`src/hdl/gcct_pkg.sv`:
```
// Shared constants, register and mode codes, and control types for the grid cell coverage tracker.
`default_nettype none

package gcct_pkg;

    // Storage limit for the visited bitmap.
    localparam int GCCT_MAX_CELLS = 256;

    // Field widths.
    localparam int COORD_W   = 13;
    localparam int DIM_W     = 12;
    localparam int GRID_N_W  = 5;
    localparam int CELLS_W   = 10;
    localparam int MODE_W    = 2;
    localparam int CFG_IDX_W = 3;
    localparam int CFG_DAT_W = 12;
    localparam int IN_W      = 56;
    localparam int OUT_W     = 24;
    localparam int TOTAL_W   = 9;
    localparam int INDEX_W   = 8;

    // The bitmap is stored as words of this many cells.
    localparam int ROW_W     = 8;
    localparam int ROW_SEL_W = 3;

    // Configuration register indexes.
    localparam logic [CFG_IDX_W-1:0] CFG_ROWS     = 3'd0;
    localparam logic [CFG_IDX_W-1:0] CFG_COLS     = 3'd1;
    localparam logic [CFG_IDX_W-1:0] CFG_WIDTH    = 3'd2;
    localparam logic [CFG_IDX_W-1:0] CFG_HEIGHT   = 3'd3;
    localparam logic [CFG_IDX_W-1:0] CFG_ORIGIN_X = 3'd4;
    localparam logic [CFG_IDX_W-1:0] CFG_ORIGIN_Y = 3'd5;

    // Register reset values.
    localparam logic [GRID_N_W-1:0] RST_ROWS   = 5'd4;
    localparam logic [GRID_N_W-1:0] RST_COLS   = 5'd4;
    localparam logic [DIM_W-1:0]    RST_WIDTH  = 12'd1280;
    localparam logic [DIM_W-1:0]    RST_HEIGHT = 12'd720;

    // Item modes.
    localparam logic [MODE_W-1:0] MODE_CLASSIFY = 2'd0;
    localparam logic [MODE_W-1:0] MODE_MARK     = 2'd1;
    localparam logic [MODE_W-1:0] MODE_CLEAR    = 2'd2;

    // Commands from the controller to the datapath.
    typedef struct packed {
        logic load;
        logic geom_start;
        logic geom_latch;
        logic axis_start;
        logic look;
        logic rd;
        logic upd;
    } t_cmd;

    // Status from the datapath to the controller.
    typedef struct packed {
        logic geom_dirty;
        logic div_done;
        logic out_free;
    } t_status;

endpackage

`default_nettype wire

```
`src/hdl/gcct_ram.sv`:
```
// Generic single-port-write, single-port-read RAM with registered read data.
`default_nettype none

module gcct_ram #(
    parameter int WIDTH = 8,
    parameter int DEPTH = 32
) (
    input  wire logic                                    i_clk,
    input  wire logic                                    i_wr_en,
    input  wire logic [(DEPTH > 1 ? $clog2(DEPTH) : 1)-1:0] i_wr_addr,
    input  wire logic [WIDTH-1:0]                        i_wr_data,
    input  wire logic                                    i_rd_en,
    input  wire logic [(DEPTH > 1 ? $clog2(DEPTH) : 1)-1:0] i_rd_addr,
    output logic      [WIDTH-1:0]                        o_rd_data
);

    logic [WIDTH-1:0] r_mem [DEPTH];

    // Write port.
    always_ff @(posedge i_clk) begin
        if (i_wr_en) begin
            r_mem[i_wr_addr] <= i_wr_data;
        end
    end

    // Registered read port.
    always_ff @(posedge i_clk) begin
        if (i_rd_en) begin
            o_rd_data <= r_mem[i_rd_addr];
        end
    end

endmodule

`default_nettype wire

```
`src/hdl/gcct_div.sv`:
```
// Restoring divider that produces one quotient bit per cycle.
`default_nettype none

module gcct_div
    import gcct_pkg::*;
(
    input  wire logic             i_clk,
    input  wire logic             i_rst_n,
    input  wire logic             i_start,
    input  wire logic [DIM_W-1:0] i_num,
    input  wire logic [DIM_W-1:0] i_den,
    output logic      [DIM_W-1:0] o_quo,
    output logic                  o_done
);

    localparam int STEP_W = $clog2(DIM_W + 1);

    logic [STEP_W-1:0] r_cnt;
    logic              r_done;
    logic [DIM_W-1:0]  r_rem;
    logic [DIM_W-1:0]  r_quo;
    logic [DIM_W-1:0]  r_den;
    logic [DIM_W:0]    shifted;
    logic              take;
    logic [DIM_W-1:0]  n_rem;
    logic [DIM_W-1:0]  n_quo;

    // One shift-and-subtract step.
    always_comb begin
        shifted = {r_rem, r_quo[DIM_W-1]};
        take    = (shifted >= {1'b0, r_den});
        n_rem   = take ? DIM_W'(shifted - {1'b0, r_den}) : shifted[DIM_W-1:0];
        n_quo   = {r_quo[DIM_W-2:0], take};
    end

    // Step counter and completion flag.
    always_ff @(posedge i_clk) begin
        if (!i_rst_n) begin
            r_cnt  <= '0;
            r_done <= 1'b1;
        end else if (i_start) begin
            r_cnt  <= STEP_W'(DIM_W);
            r_done <= 1'b0;
        end else if (r_cnt != '0) begin
            r_cnt <= r_cnt - 1'b1;
            if (r_cnt == STEP_W'(1)) begin
                r_done <= 1'b1;
            end
        end
    end

    // Partial remainder and quotient.
    always_ff @(posedge i_clk) begin
        if (i_start) begin
            r_rem <= '0;
            r_quo <= i_num;
            r_den <= i_den;
        end else if (r_cnt != '0) begin
            r_rem <= n_rem;
            r_quo <= n_quo;
        end
    end

    assign o_quo  = r_quo;
    assign o_done = r_done;

endmodule

`default_nettype wire

```
`src/hdl/gcct_datapath.sv`:
```
// Datapath: configuration, cell geometry dividers, classification, visited bitmap and result.
`default_nettype none

module gcct_datapath
    import gcct_pkg::*;
#(
    parameter int MAX_CELLS = GCCT_MAX_CELLS
) (
    input  wire logic                 i_clk,
    input  wire logic                 i_rst_n,
    input  wire t_cmd                 i_cmd,
    output t_status                   o_status,
    input  wire logic [IN_W-1:0]      i_in_data,
    input  wire logic [MODE_W-1:0]    i_in_user,
    input  wire logic                 i_cfg_we,
    input  wire logic [CFG_IDX_W-1:0] i_cfg_addr,
    input  wire logic [CFG_DAT_W-1:0] i_cfg_data,
    output logic                      o_out_valid,
    input  wire logic                 i_out_ready,
    output logic      [OUT_W-1:0]     o_out_data
);

    localparam int NUM_ROWS = (MAX_CELLS + ROW_W - 1) / ROW_W;
    localparam int ROW_AW   = (NUM_ROWS > 1) ? $clog2(NUM_ROWS) : 1;
    localparam int CNT_W    = $clog2(MAX_CELLS + 1);
    localparam int LANES    = 4;
    localparam int DIFF_W   = COORD_W + 1;

    // Configuration registers.
    logic [GRID_N_W-1:0] r_rows;
    logic [GRID_N_W-1:0] r_cols;
    logic [DIM_W-1:0]    r_width;
    logic [DIM_W-1:0]    r_height;
    logic [DIM_W-1:0]    r_org_x;
    logic [DIM_W-1:0]    r_org_y;
    logic                r_dirty;

    // Item and geometry registers.
    logic [MODE_W-1:0]         r_mode;
    logic signed [COORD_W-1:0] r_pt [LANES];
    logic [DIM_W-1:0]          r_cw;
    logic [DIM_W-1:0]          r_ch;
    logic [LANES-1:0]          r_neg;
    logic                      r_found;
    logic [CELLS_W-1:0]        r_idx;

    // Bitmap state.
    logic [NUM_ROWS-1:0] r_vld;
    logic [CNT_W-1:0]    r_cnt;

    // Output register.
    logic             r_out_valid;
    logic [OUT_W-1:0] r_out_data;

    logic [DIFF_W-1:0] diff    [LANES];
    logic [DIM_W-1:0]  div_num [LANES];
    logic [DIM_W-1:0]  div_den [LANES];
    logic [DIM_W-1:0]  quo     [LANES];
    logic [LANES-1:0]  done;
    logic [LANES-1:0]  axis_ok;

    logic [CELLS_W-1:0]   cells;
    logic                 grid_ok;
    logic                 found_n;
    logic [CELLS_W-1:0]   idx_n;
    logic                 clear_marks;
    logic [CELLS_W-1:0]   row_full;
    logic [ROW_AW-1:0]    row_addr;
    logic [ROW_SEL_W-1:0] bit_sel;
    logic [ROW_W-1:0]     rd_word;
    logic [ROW_W-1:0]     word;
    logic [ROW_W-1:0]     wr_word;
    logic                 was;
    logic                 mark;
    logic [CNT_W-1:0]     cnt_next;
    logic                 all_n;

    // Grid size and its validity.
    assign cells   = CELLS_W'(r_rows) * CELLS_W'(r_cols);
    assign grid_ok = (cells != '0) && (32'(cells) <= 32'(MAX_CELLS));

    // Marks are emptied by clear mode and by any change of the cell counts.
    assign clear_marks = (i_cmd.load && (i_in_user == MODE_CLEAR)) ||
                         (i_cfg_we && ((i_cfg_addr == CFG_ROWS) || (i_cfg_addr == CFG_COLS)));

    // Configuration writes; a geometry write forces the cell size to be recomputed.
    always_ff @(posedge i_clk) begin
        if (!i_rst_n) begin
            r_rows   <= RST_ROWS;
            r_cols   <= RST_COLS;
            r_width  <= RST_WIDTH;
            r_height <= RST_HEIGHT;
            r_org_x  <= '0;
            r_org_y  <= '0;
            r_dirty  <= 1'b1;
        end else begin
            if (i_cmd.geom_latch) begin
                r_dirty <= 1'b0;
            end
            if (i_cfg_we) begin
                case (i_cfg_addr)
                    CFG_ROWS: begin
                        r_rows  <= i_cfg_data[GRID_N_W-1:0];
                        r_dirty <= 1'b1;
                    end
                    CFG_COLS: begin
                        r_cols  <= i_cfg_data[GRID_N_W-1:0];
                        r_dirty <= 1'b1;
                    end
                    CFG_WIDTH: begin
                        r_width <= i_cfg_data;
                        r_dirty <= 1'b1;
                    end
                    CFG_HEIGHT: begin
                        r_height <= i_cfg_data;
                        r_dirty  <= 1'b1;
                    end
                    CFG_ORIGIN_X: begin
                        r_org_x <= i_cfg_data;
                    end
                    CFG_ORIGIN_Y: begin
                        r_org_y <= i_cfg_data;
                    end
                    default: begin
                    end
                endcase
            end
        end
    end

    // Capture of the input transfer.
    always_ff @(posedge i_clk) begin
        if (i_cmd.load) begin
            r_mode <= i_in_user;
            for (int l = 0; l < LANES; l++) begin
                r_pt[l] <= i_in_data[l*COORD_W +: COORD_W];
            end
        end
    end

    // Divider lanes: x lanes use columns and cell width, y lanes rows and cell height.
    for (genvar l = 0; l < LANES; l++) begin : g_lane
        localparam bit IS_X = (l % 2 == 0);

        assign diff[l] = {r_pt[l][COORD_W-1], r_pt[l]} -
                         {2'b00, (IS_X ? r_org_x : r_org_y)};

        assign div_num[l] = i_cmd.geom_start ? (IS_X ? r_width : r_height)
                                             : diff[l][DIM_W-1:0];
        assign div_den[l] = i_cmd.geom_start ? DIM_W'(IS_X ? r_cols : r_rows)
                                             : (IS_X ? r_cw : r_ch);

        assign axis_ok[l] = !r_neg[l] && ((IS_X ? r_cw : r_ch) != '0) &&
                            (quo[l] < DIM_W'(IS_X ? r_cols : r_rows));

        gcct_div u_div (
            .i_clk   (i_clk),
            .i_rst_n (i_rst_n),
            .i_start (i_cmd.geom_start | i_cmd.axis_start),
            .i_num   (div_num[l]),
            .i_den   (div_den[l]),
            .o_quo   (quo[l]),
            .o_done  (done[l])
        );
    end

    // Cell size and point side flags.
    always_ff @(posedge i_clk) begin
        if (i_cmd.geom_latch) begin
            r_cw <= quo[0];
            r_ch <= quo[1];
        end
        if (i_cmd.axis_start) begin
            for (int l = 0; l < LANES; l++) begin
                r_neg[l] <= diff[l][DIFF_W-1];
            end
        end
    end

    // Both points must land in the same cell of a valid grid.
    assign found_n = grid_ok && (&axis_ok) && (quo[0] == quo[2]) && (quo[1] == quo[3]);
    assign idx_n   = CELLS_W'(quo[1][GRID_N_W-1:0]) * CELLS_W'(r_cols) +
                     CELLS_W'(quo[0][GRID_N_W-1:0]);

    always_ff @(posedge i_clk) begin
        if (i_cmd.look) begin
            r_found <= found_n;
            r_idx   <= found_n ? idx_n : '0;
        end
    end

    // Bitmap word addressing.
    assign row_full = CELLS_W'(r_idx >> ROW_SEL_W);
    assign row_addr = row_full[ROW_AW-1:0];
    assign bit_sel  = r_idx[ROW_SEL_W-1:0];

    gcct_ram #(
        .WIDTH (ROW_W),
        .DEPTH (NUM_ROWS)
    ) u_map (
        .i_clk     (i_clk),
        .i_wr_en   (mark),
        .i_wr_addr (row_addr),
        .i_wr_data (wr_word),
        .i_rd_en   (i_cmd.rd),
        .i_rd_addr (row_addr),
        .o_rd_data (rd_word)
    );

    // Read-modify-write of the visited word; a word not yet written reads as empty.
    always_comb begin
        word     = r_vld[row_addr] ? rd_word : '0;
        was      = r_found && word[bit_sel];
        mark     = i_cmd.upd && r_found && (r_mode == MODE_MARK) && !was;
        wr_word  = word | (ROW_W'(1) << bit_sel);
        cnt_next = mark ? r_cnt + 1'b1 : r_cnt;
        all_n    = grid_ok && (32'(cnt_next) == 32'(cells));
    end

    // Word valid bits and the visited count.
    always_ff @(posedge i_clk) begin
        if (!i_rst_n) begin
            r_vld <= '0;
            r_cnt <= '0;
        end else if (clear_marks) begin
            r_vld <= '0;
            r_cnt <= '0;
        end else if (mark) begin
            r_vld[row_addr] <= 1'b1;
            r_cnt           <= cnt_next;
        end
    end

    // Result register toward the output channel.
    always_ff @(posedge i_clk) begin
        if (!i_rst_n) begin
            r_out_valid <= 1'b0;
        end else if (i_cmd.upd) begin
            r_out_valid <= 1'b1;
        end else if (i_out_ready) begin
            r_out_valid <= 1'b0;
        end
    end

    always_ff @(posedge i_clk) begin
        if (i_cmd.upd) begin
            r_out_data <= {4'b0000, all_n, TOTAL_W'(cnt_next), was,
                           INDEX_W'(r_idx), r_found};
        end
    end

    assign o_out_valid = r_out_valid;
    assign o_out_data  = r_out_data;

    assign o_status.geom_dirty = r_dirty;
    assign o_status.div_done   = &done;
    assign o_status.out_free   = !r_out_valid || i_out_ready;

    // A new mark adds exactly one to the count.
    a_mark_count: assert property (@(posedge i_clk) disable iff (!i_rst_n)
        mark |=> r_cnt == CNT_W'($past(r_cnt) + 1'b1))
        else $error("visited count did not follow a new mark");

    // Clear mode leaves an empty bitmap and a zero count.
    a_clear: assert property (@(posedge i_clk) disable iff (!i_rst_n)
        (i_cmd.load && (i_in_user == MODE_CLEAR)) |=> (r_cnt == '0) && (r_vld == '0))
        else $error("clear mode left marks behind");

    // A found cell lies inside the grid.
    a_idx_range: assert property (@(posedge i_clk) disable iff (!i_rst_n)
        (i_cmd.upd && r_found) |-> (32'(r_idx) < 32'(cells)))
        else $error("found cell index outside the grid");

    // A result waiting for the receiver is never overwritten.
    a_no_overwrite: assert property (@(posedge i_clk) disable iff (!i_rst_n)
        (r_out_valid && !i_out_ready) |-> !i_cmd.upd)
        else $error("pending result overwritten");

endmodule

`default_nettype wire

```
`src/hdl/gcct_ctrl.sv`:
```
// Controller state machine that sequences one item through the datapath.
`default_nettype none

module gcct_ctrl
    import gcct_pkg::*;
(
    input  wire logic    i_clk,
    input  wire logic    i_rst_n,
    input  wire logic    i_in_valid,
    output logic         o_in_ready,
    input  wire t_status i_status,
    output t_cmd         o_cmd
);

    localparam logic [2:0] S_IDLE   = 3'd0;
    localparam logic [2:0] S_PREP   = 3'd1;
    localparam logic [2:0] S_GEOM_W = 3'd2;
    localparam logic [2:0] S_AXIS   = 3'd3;
    localparam logic [2:0] S_AXIS_W = 3'd4;
    localparam logic [2:0] S_RD     = 3'd5;
    localparam logic [2:0] S_UPD    = 3'd6;

    logic [2:0] r_state;
    logic [2:0] n_state;

    // Next state and datapath commands.
    always_comb begin
        n_state    = r_state;
        o_cmd      = '0;
        o_in_ready = 1'b0;
        case (r_state)
            S_IDLE: begin
                o_in_ready = 1'b1;
                if (i_in_valid) begin
                    o_cmd.load = 1'b1;
                    n_state    = S_PREP;
                end
            end
            S_PREP: begin
                // Cell size is recomputed only after reset or a geometry write.
                if (i_status.geom_dirty) begin
                    o_cmd.geom_start = 1'b1;
                    n_state          = S_GEOM_W;
                end else begin
                    o_cmd.axis_start = 1'b1;
                    n_state          = S_AXIS_W;
                end
            end
            S_GEOM_W: begin
                if (i_status.div_done) begin
                    o_cmd.geom_latch = 1'b1;
                    n_state          = S_AXIS;
                end
            end
            S_AXIS: begin
                o_cmd.axis_start = 1'b1;
                n_state          = S_AXIS_W;
            end
            S_AXIS_W: begin
                if (i_status.div_done) begin
                    o_cmd.look = 1'b1;
                    n_state    = S_RD;
                end
            end
            S_RD: begin
                o_cmd.rd = 1'b1;
                n_state  = S_UPD;
            end
            S_UPD: begin
                if (i_status.out_free) begin
                    o_cmd.upd = 1'b1;
                    n_state   = S_IDLE;
                end
            end
            default: begin
                n_state = S_IDLE;
            end
        endcase
    end

    // State register.
    always_ff @(posedge i_clk) begin
        if (!i_rst_n) begin
            r_state <= S_IDLE;
        end else begin
            r_state <= n_state;
        end
    end

endmodule

`default_nettype wire

```
`src/hdl/grid_cell_coverage_tracker.sv`:
```
// Grid cell coverage tracker: classifies point pairs into grid cells and tracks visited cells.
//
// Input stream: tuser carries the mode (classify, mark, clear); tdata carries the two
// points. Each input transfer yields exactly one output transfer with found, cell index,
// was-visited flag, visited total and the all-visited flag.
// Configuration: one write channel with register index and data, always ready; the user must
// write while no item is in flight; not enforced. Row or column count writes empty the marks.
// Timing: an item is accepted only once the previous item has left its final step; four
// 12-bit restoring dividers, one quotient bit per cycle, find its cell. The first item
// after reset or after a write of rows, columns, width or height takes longer while the
// dividers first recompute the cell size.
// The visited bitmap sits in a RAM of 8-cell words with one valid flag per word, so reset
// and clear take effect at once without a clearing pass.
// A stalled receiver holds the result in the output register; the next item is accepted
// meanwhile and waits at its final step until the register frees.
`default_nettype none

module grid_cell_coverage_tracker
    import gcct_pkg::*;
#(
    parameter int MAX_CELLS = GCCT_MAX_CELLS
) (
    input  wire logic                 i_clk,
    input  wire logic                 i_rst_n,
    input  wire logic                 i_s_axis_tvalid,
    output logic                      o_s_axis_tready,
    // first_x, first_y, second_x, second_y (13 bits each), zero fill
    input  wire logic [IN_W-1:0]      i_s_axis_tdata,
    // mode
    input  wire logic [MODE_W-1:0]    i_s_axis_tuser,
    output logic                      o_m_axis_tvalid,
    input  wire logic                 i_m_axis_tready,
    // found, cell_index (8), was_visited, visited_total (9), all_visited, zero fill
    output logic      [OUT_W-1:0]     o_m_axis_tdata,
    input  wire logic                 i_cfg_valid,
    output logic                      o_cfg_ready,
    input  wire logic [CFG_IDX_W-1:0] i_cfg_addr,
    input  wire logic [CFG_DAT_W-1:0] i_cfg_data
);

    t_cmd    cmd;
    t_status status;

    assign o_cfg_ready = 1'b1;

    gcct_ctrl u_ctrl (
        .i_clk      (i_clk),
        .i_rst_n    (i_rst_n),
        .i_in_valid (i_s_axis_tvalid),
        .o_in_ready (o_s_axis_tready),
        .i_status   (status),
        .o_cmd      (cmd)
    );

    gcct_datapath #(
        .MAX_CELLS (MAX_CELLS)
    ) u_datapath (
        .i_clk       (i_clk),
        .i_rst_n     (i_rst_n),
        .i_cmd       (cmd),
        .o_status    (status),
        .i_in_data   (i_s_axis_tdata),
        .i_in_user   (i_s_axis_tuser),
        .i_cfg_we    (i_cfg_valid & o_cfg_ready),
        .i_cfg_addr  (i_cfg_addr),
        .i_cfg_data  (i_cfg_data),
        .o_out_valid (o_m_axis_tvalid),
        .i_out_ready (i_m_axis_tready),
        .o_out_data  (o_m_axis_tdata)
    );

endmodule

`default_nettype wire
```
`config.mk`:
```
export PLATFORM = sky130hd
export DESIGN_NAME = grid_cell_coverage_tracker
export DESIGN_NICKNAME = d
export VERILOG_FILES = /design/src/hdl/gcct_pkg.sv /design/src/hdl/gcct_ram.sv /design/src/hdl/gcct_div.sv /design/src/hdl/gcct_datapath.sv /design/src/hdl/gcct_ctrl.sv /design/src/hdl/grid_cell_coverage_tracker.sv
export SDC_FILE = /design/constraint.sdc
export NUM_CORES = 1
export LEC_CHECK = 0
export BUFFER_PORTS_ARGS = -buffer_cell sky130_fd_sc_hd__buf_2
export CORE_MARGIN = 1
export CORE_UTILIZATION = 50
export CTS_BUF_LIST = sky130_fd_sc_hd__clkbuf_8 sky130_fd_sc_hd__clkbuf_16
export CTS_CLUSTER_DIAMETER = 200
export DETAILED_ROUTE_END_ITERATION = 10
export PLACE_DENSITY = 0.7
export SLEW_MARGIN = 20
export SYNTH_ARGS = -nofsm -noshare
export SYNTH_HDL_FRONTEND = slang
export SYNTH_HIERARCHICAL = 1
export SYNTH_SLANG_ARGS = --single-unit
```
`constraint.sdc`:
```
create_clock -name i_clk -period 5.77 [get_ports i_clk]
set_clock_uncertainty 0.2 [all_clocks]
set_input_delay 0.8655 -clock i_clk [delete_from_list [all_inputs] [get_ports i_clk]]
set_output_delay 0.8655 -clock i_clk [all_outputs]
set_load 0.005 [all_outputs]
```
* Word level (Yosys, flattened, before mapping)
Memories as Yosys holds them, arrays and structs flattened. A register that Yosys moved wholly into a read port is not among the register bits. Cells that the tools add are included.
Cells by class: bitwise gates (word level) 4, $lt $le $gt $ge 12, equality and inequality tests 24, add/subtract/negate cells 14, shifts and indexed selects 1, multiply operators 2, mux-type cells 74, reductions and logical operators 63
Operators with widths (number):
- $mux W12 | 16
- $sub A13 B13 Y14 | 4
- $ge A13 B12 Y1 | 4
- $lt A12 B5 Y1 | 4
- $sub A12 B12 Y12 | 4
- $mux W1 | 36
- $mux W4 | 8
- $or A32 B32 Y32 | 1
- $eq A12 B12 Y1 | 2
- $reduce_bool A12 Y1 | 2
- $pmux W3 S7 | 1
- $logic_and A1 B1 Y1 | 20
- $reduce_and A2 Y1 | 10
- $reduce_bool A2 Y1 | 9
- $eq A4 B1 Y1 const B | 4
- $reduce_bool A4 Y1 | 4
- $sub A4 B1 Y4 const B | 4
- $eq A3 B3 Y1 const B | 5
- $mux W3 | 5
- $eq A3 B2 Y1 const B | 4
- $reduce_and A4 Y1 | 3
- $eq A9 B10 Y1 | 1
- $le A10 B9 Y1 const B | 1
- $mul A5 B5 Y10 | 1
- other kinds (27) | 41
Storage, ports and cells: memories 2, output and inout port bits 27, register bits after elaboration 303, bits of input ports 78, RAM bits 308
Memories:
- u_datapath.u_map.r_mem | words 32, width 8, rd ports 1, clocked after memory_dff 1, write ports 1, line gcct_ram.sv:17 | logic [WIDTH-1:0] r_mem [DEPTH];
- u_datapath.r_pt | words 4, width 13, rd ports 4, clocked after memory_dff 0, write ports 4, line gcct_datapath.sv:40 | logic signed [COORD_W-1:0] r_pt [LANES];

* Logic depth before layout (Yosys ltp)
Gate-level depths: netlist of run 1.
word-level depth 11, depth in mapped cells 16

* By module
The synthesis of run 1 kept the hierarchy.
By module, submodules not included:
- gcct_datapath | times used 1, seq. area each 5355.1 um2, area each 12859.8 um2, cells an instance 1306
- gcct_ram | times used 1, seq. area each 7927.6 um2, area each 10133.5 um2, cells an instance 417
- gcct_div at u_datapath.g_lane[0].u_div ... | times used 3, seq. area each 1061.0 um2, area each 2274.7 um2, cells an instance 215
- gcct_div at u_datapath.g_lane[3].u_div | times used 1, seq. area each 1061.0 um2, area each 2273.4 um2, cells an instance 221
- gcct_ctrl | times used 1, seq. area each 60.1 um2, area each 262.8 um2, cells an instance 34
- grid_cell_coverage_tracker | times used 1, seq. area each 0.0 um2, area each 11.3 um2, cells an instance 2

* Worst setup path after synthesis of run 1
OpenSTA, ideal clock, no wires.
path type input port to flip-flop, from input i_m_axis_tready, to memory u_datapath.u_map.r_mem[28][0] (enable), arrival time 5.063 ns, buffers on the path 2, stages on the path 9, path slack 0.137 ns, library setup time 0.370 ns, cells stage by stage nand2b_1 -> nand2_1 -> nor3_1 -> nand4b_1 -> a21oi_1 -> buf_2 -> or3b_2 -> clkbuf_1 -> nor2_1
RTL lines:
- from (decl) | line grid_cell_coverage_tracker.sv:32 | input wire logic i_m_axis_tready,
- to (decl) | line gcct_ram.sv:17

* Final worst setup path of run 1
from register u_datapath.r_idx[3], to memory u_datapath.u_map.r_mem[0][5] (enable)
On the way: cells in the longest elaborated chain, start to end 10
RTL lines:
- from (decl) | line gcct_datapath.sv:45 | logic [CELLS_W-1:0] r_idx;
- from (signal assigned) | line gcct_datapath.sv:188 | r_idx <= found_n ? idx_n : '0;
- $bmux W1 S5 | line gcct_datapath.sv:212 | word = r_vld[row_addr] ? rd_word : '0;
- $mux W1 (implied by the code) | line gcct_datapath.sv:212
- $mux W8 | line gcct_datapath.sv:212
- $bmux W1 S3 | line gcct_datapath.sv:213 | was = r_found && word[bit_sel];
- $mux W1 (implied by the code) | line gcct_datapath.sv:213
- $logic_and A1 B1 Y1 | line gcct_datapath.sv:213
- $logic_not A1 Y1 | line gcct_datapath.sv:214 | mark = i_cmd.upd && r_found && (r_mode == MODE_MARK) && !was;
- $logic_and A1 B1 Y1 | line gcct_datapath.sv:214
- $mux W1 | line gcct_ram.sv:21 | if (i_wr_en) begin
- $mux W1 (implied by the code) | line gcct_ram.sv:22 | r_mem[i_wr_addr] <= i_wr_data;
Several ways; a longest one is shown, not always the timed one. The select of a mux whose other input is x is not followed.

==> impl_metrics.toml, run 1 <==
[run_status]
status = "complete, no violations"

[floorplan]
ioPinCount = 105
core_sq_mm = 0.0635
die_w_um = 256
die_area_sq_mm = 0.0658
rows = 92
die_h_um = 256
initial_core_util_pct = 50.9

[finish]
synthToLayoutAreaGrowth_pct = 11.8
finalNetCount = 2981
nFillCells = 5127
drive_gt1_share_pct = 16.6
antenna_cells = 0

[setup_path]
arrival_ps = 5150
worst_setup_path_start_kind = "register"
required_ps = 5810
critPathKind = "register to register"
endpoint_kind = "register"
path_max_fanout = 23

[clock_network]
worstSkewPairLatency_ps = 630
htreeDepth = 3
clock_path_buffers = 3
cts_resized = 0
cts_buffers = 69
cts.sinks = 643
cts_tree = "built"
postCtsSetupRepairBufs = 0
cts.clk_slew.worst_paths_ps = 60
clockRootBuffer = "clkbuf_16"
postCtsHoldBufs = 0

[hold_path]
hp-class = "primary input to register"

[yosys]
synth.top_cells.by_count = "edfxtp_1 (471), nand2_1 (202), nor2_1 (194)"
ys.flop_type = "edfxtp_1"
synth_area_sq_mm = 0.0324
ys_warn_count = 6
syn-mean-instance-area_sq_um = 12.3
synth.area.mux_share_pct = 9.79
synth.yosys.seq_area_share_pct = 54.3
syn_inst = 2625
synth_top_family_by_area = "simple AND/OR/NAND/NOR gates"
synthTopCellsByArea = "edfxtp_1 (44%), dfxtp_1 (11%), ha_1 (5.9%)"
postSynth.asyncResetShare_pct = 0
synthMostInstantiatedCell = "edfxtp_1"
synth_top_area_share_pct = 43.7
synth_compound_area_share_pct = 10.4
synth-simple-area-share_pct = 11.4
ys_seq_elements = 643
synth_top_area_cell = "edfxtp_1"
yosysUniqueCellTypes = 81
synth_edf_count = 471
synth-xor-area-share_pct = 2.60
yosys.area_share.adder_pct = 7.73

[detailed_routing]
first_iter_violations = 1362
drc = 0
drt_wl_total_um = 72400
postRouteAntennaNets = 0
wire_per_inst_um = 20.0
vias = 20950
drtPass1Iterations = 5
via_per_inst = 5.78

[flow_run]
cap_viol_max_count = 0

[power_and_ir_drop]
power_w = 0.0155
ir_worst_vdd_uv = 273
p_leak_nw = 13.3
p_per_area_mw_per_mm2 = 428

[placement]
gp_congestion = 0.888
portBuffers = 95
hpwlAfterDp_um = 50400

[timing]
relSlewSlack_pct = 28.1
hold_violations = 0
fin_tns_setup_ps = 0
setup_viol = 0
slew_viol_final = 0
max_freq_ghz = 0.196
rsz0062_at_grt = "false"
post-route-period-util_pct = 88.6
worst_pin_slew_ps = 1080
min_period_ps = 5110

[global_route]
antenna_found_initial = 1
grt_pass1_vias = 20860
grt_overflow = 0
grt_usage_pct = 22.1
grt_pass1_wl_um = 115000
grt_max_degree = 62
==> sequential cells by signal, indices dropped and copies added, names as in the netlist, 2 cells and up <==
signal	count
u_datapath/u_map/r_mem	256
u_datapath/r_pt	52
u_datapath/g_lane.u_div/o_quo	48
u_datapath/g_lane.u_div/r_den	48
u_datapath/g_lane.u_div/r_rem	48
u_datapath/r_vld	32
u_datapath/o_out_data	20
u_datapath/g_lane.u_div/r_cnt	16
u_datapath/r_ch	12
u_datapath/r_cw	12
u_datapath/r_height	12
u_datapath/r_org_x	12
u_datapath/r_org_y	12
u_datapath/r_width	12
u_datapath/r_cnt	9
u_datapath/r_idx	8
u_datapath/u_map/o_rd_data	8
u_datapath/r_cols	5
u_datapath/r_rows	5
u_datapath/g_lane.u_div/o_done	4
u_datapath/r_neg	4
u_ctrl/r_state	3
u_datapath/r_mode	2
==> path summary, 6_finish.rpt <==
kind	from	to	slack [ps]	depth (start not counted)
hold reg to reg	u_datapath/r_org_y[4]$_SDFFE_PN0P_	u_datapath/r_org_y[4]$_SDFFE_PN0P_	270	2
setup / recovery	u_datapath/r_idx[3]$_SDFFCE_PN0P_	u_datapath/u_map/r_mem[0][5]$_DFFE_PP_	660	9
hold / removal	i_s_axis_tdata[18]	u_datapath/r_pt[1][5]$_DFFE_PP_	210	1
setup reg to reg	u_datapath/r_idx[3]$_SDFFCE_PN0P_	u_datapath/u_map/r_mem[0][5]$_DFFE_PP_	660	9
==> metrics by stage <==
stage	instances	utilization (%)	cell area, sq um	hold WS (ps)	setup WS [ps]
6_report	3624	56.9	36200	211	660
5_1_grt	3624	56.9	36200	186	407
4_1_cts	3623	56.9	36200	178	769
3_5_place_dp	3495	53.0	33700	255	786
3_3_place_gp	3495	53.0	33700	250	932
2_1_floorplan	2628	-	32400	224	137
==> power by group <==
part / total (W) / internal (W) / switching (W)
clock network: 0.00478 / 0.00287 / 0.00191
logic: 0.00449 / 0.00196 / 0.00253
registers: 0.00620 / 0.00568 / 0.000522
total: 0.0155 / 0.0105 / 0.00496
==> final cells by class <==
type,instances,area (sq um),area share (%)
clock buffers,75,1830,5.06
repair buffers,123,714,1.97
flip-flops and latches,643,17600,48.6
clock inverters,53,651,1.80
well taps,846,1060,2.93
inverters,181,684,1.89
multi-input cells,1703,13700,37.7
==> placed cells by master, fill, tap and decap left out, types with 31 or more instances in the layout <==
cell / count
nand2_1: 202
nor3_1: 33
mux2_2: 77
inv_1: 190
clkbuf_16: 71
o21ai_0: 84
a21oi_1: 116
nor2b_1: 50
a21o_1: 31
nor2_1: 193
a21boi_0: 57
xnor2_1: 44
nand2b_1: 39
buf_2: 95
ha_1: 152
edfxtp_1: 471
a211oi_1: 46
and2_1: 34
mux2i_1: 41
nand3_1: 39
xor2_1: 34
dfxtp_1: 172
mux4_2: 80
==> kinds of logic (layout without fill, tap and decap cells) <==
family | count (synthesis) | in the layout
fa+ha+maj | 182 | 182
xor+xnor | 85 | 85
simple gates | 736 | 736
flops | 643 | 643
compound gates | 493 | 493
buf+inv | 282 | 432
mux | 202 | 202
other cells | 2 | 5
==> worst max-delay path: stages, from the launching register on <==
cell and delay, ps:
edfxtp_1 1060, buf_4 300, mux2i_1 190, o22ai_1 120, nor4_2 360, mux2i_4 300
a21oi_1 610, buf_4 280, or3b_2 600, nor2_1 690
==> routing by layer <==
layer / global-route usage, % / up-vias / part of all wire [%]
li1: - / 9898 / -
met4: 8.68 / 2 / 3.7
met3: 3.22 / 142 / 5.2
met1: 28.6 / 10308 / 42
met2: 37.3 / 600 / 49
met5: 0 / - / 0.022
(Power assumes the default switching activity.)
==> run 2, diff against run 1 <==
- ABC_CLOCK_PERIOD_IN_PS: default -> 6100
- PLACE_DENSITY: 0.7 -> 0.67
- TNS_END_PERCENT: default -> 100
- clock period: 5.77 -> 6.1 ns (I/O delays scaled with it)
==> impl_metrics.toml, run 2 (synthesis gave the netlist of run 1 again) <==
[finish]
regMostFlops = "u_datapath/u_map/r_mem"
nFillCells = 5181
post-route-util_pct = 56.5
top_regs = "u_datapath/u_map/r_mem (256), u_datapath/r_pt (52)"
final_common_cell = "edfxtp_1"
synthToLayoutAreaGrowth_pct = 10.9
drive_gt1_share_pct = 16.1
final_area_sq_mm = 0.0359
finalNetCount = 2976
fin_cells = 3617
largest_reg_flops = 256
antenna_cells = 0
mostFrequentLayoutCells = "edfxtp_1 (471), nand2_1 (202), inv_1 (196)"

[floorplan]
ioPinCount = 105
die_w_um = 256
initial_core_util_pct = 50.9
die_area_sq_mm = 0.0658
core_sq_mm = 0.0635
die_h_um = 256
rows = 92

[clock_network]
clock_path_buffers = 3
cts_resized = 0
cts_tree = "built"
cts.clk_slew.worst_paths_ps = 60
worstSkewPairLatency_ps = 610
cts_buffers = 67
htreeDepth = 3
postCtsHoldBufs = 0
clockRootBuffer = "clkbuf_16"
cts.sinks = 643
postCtsSetupRepairBufs = 0

[timing]
min_period_ps = 5030
max_freq_ghz = 0.199
setup_viol = 0
rsz0062_at_grt = "false"
slew_viol_final = 0
worst_pin_slew_ps = 1030
fin_tns_setup_ps = 0
hold_ws_ps = 268
relSlewSlack_pct = 31.3
hold_violations = 0
post-route-period-util_pct = 82.4

[global_route]
grt_max_degree = 97
grt_overflow = 0
antenna_found_initial = 0
grt_pass1_wl_um = 111000
grt_pass1_vias = 20388
grt_usage_pct = 21.4

[placement]
placed_area_sq_mm = 0.0337
gp_congestion = 0.894
place_inst = 3492
hpwlAfterDp_um = 50000
portBuffers = 95

[detailed_routing]
postRouteAntennaNets = 0
via_per_inst = 5.72
first_iter_violations = 1441
drc = 0
wire_per_inst_um = 19.5
drt_wl_total_um = 70400
drtPass1Iterations = 5
vias = 20692

[power_and_ir_drop]
p_leak_nw = 13.2
p_per_area_mw_per_mm2 = 394
ir_worst_vdd_uv = 225

[setup_path]
path_max_fanout = 10
critPathKind = "register to register"
required_ps = 6340
arrival_ps = 5270
endpoint_kind = "register"
worst_setup_path_start_kind = "register"

[run_status]
status = "complete, no violations"

[hold_path]
hp-class = "register to register"

[flow_run]
cap_viol_max_count = 0
==> run 2: report_power, final <==
group / total (W) / internal [W] / switching (W)
logic: 0.00427 / 0.00185 / 0.00242
clock network: 0.00401 / 0.00231 / 0.00170
registers: 0.00586 / 0.00537 / 0.000484
total: 0.0141 / 0.00954 / 0.00460
==> run 2: layer usage <==
metal  global-route usage, %  vias up  wire, um  part of all wire (%)
met2                    34.6      569     33400                    47
met5                       0        -         0                     0
met3                    3.02      118      3510                   5.0
met4                    6.83        0      1760                   2.5
met1                    29.7    10137     31700                    45
li1                        -     9868         -                     -
==> run 2: worst paths after layout <==
check                                          start                                  end  slack (ps)  cells after the start
setup / recovery   u_datapath/r_rows[0]$_SDFFE_PN0P_  u_datapath/o_out_data[19]$_DFFE_PP_        1070                     14
hold / removal    u_datapath/r_width[0]$_SDFFE_PN0P_   u_datapath/r_width[0]$_SDFFE_PN0P_         270                      2
setup reg to reg   u_datapath/r_rows[0]$_SDFFE_PN0P_  u_datapath/o_out_data[19]$_DFFE_PP_        1070                     14
hold reg to reg   u_datapath/r_width[0]$_SDFFE_PN0P_   u_datapath/r_width[0]$_SDFFE_PN0P_         270                      2
==> run 2: cell type report <==
class                           count  area, sq um  share of cell area [%]
Inverter                          181          684                    1.91
Multi-Input combinational cell   1703        13700                    38.1
Timing Repair Buffer              120          703                    1.96
Tap cell                          846         1060                    2.95
Clock buffer                       72         1760                    4.89
Sequential cell                   643        17600                    49.0
Clock inverter                     52          439                    1.22
==> run 2: per-stage QoR <==
step / power, W / setup WS, ps
floorplan: 0.00913 / 417
global placement: 0.0100 / 1250
detailed placement: 0.0102 / 1130
CTS: 0.0142 / 1090
global route: 0.0150 / 795
finish: 0.0141 / 1070
==> run 2: worst max-delay path, stage by stage, from the launching register on <==
cell	delay, ps
dfxtp_1	560
nand2_1	150
fa_1	540
fa_1	550
inv_1	60
fa_1	500
ha_1	360
nor2b_1	150
o21ai_0	190
a21boi_0	150
o21ai_0	270
nand2_1	120
xor3_1	400
or2_0	350
nor4_2	310
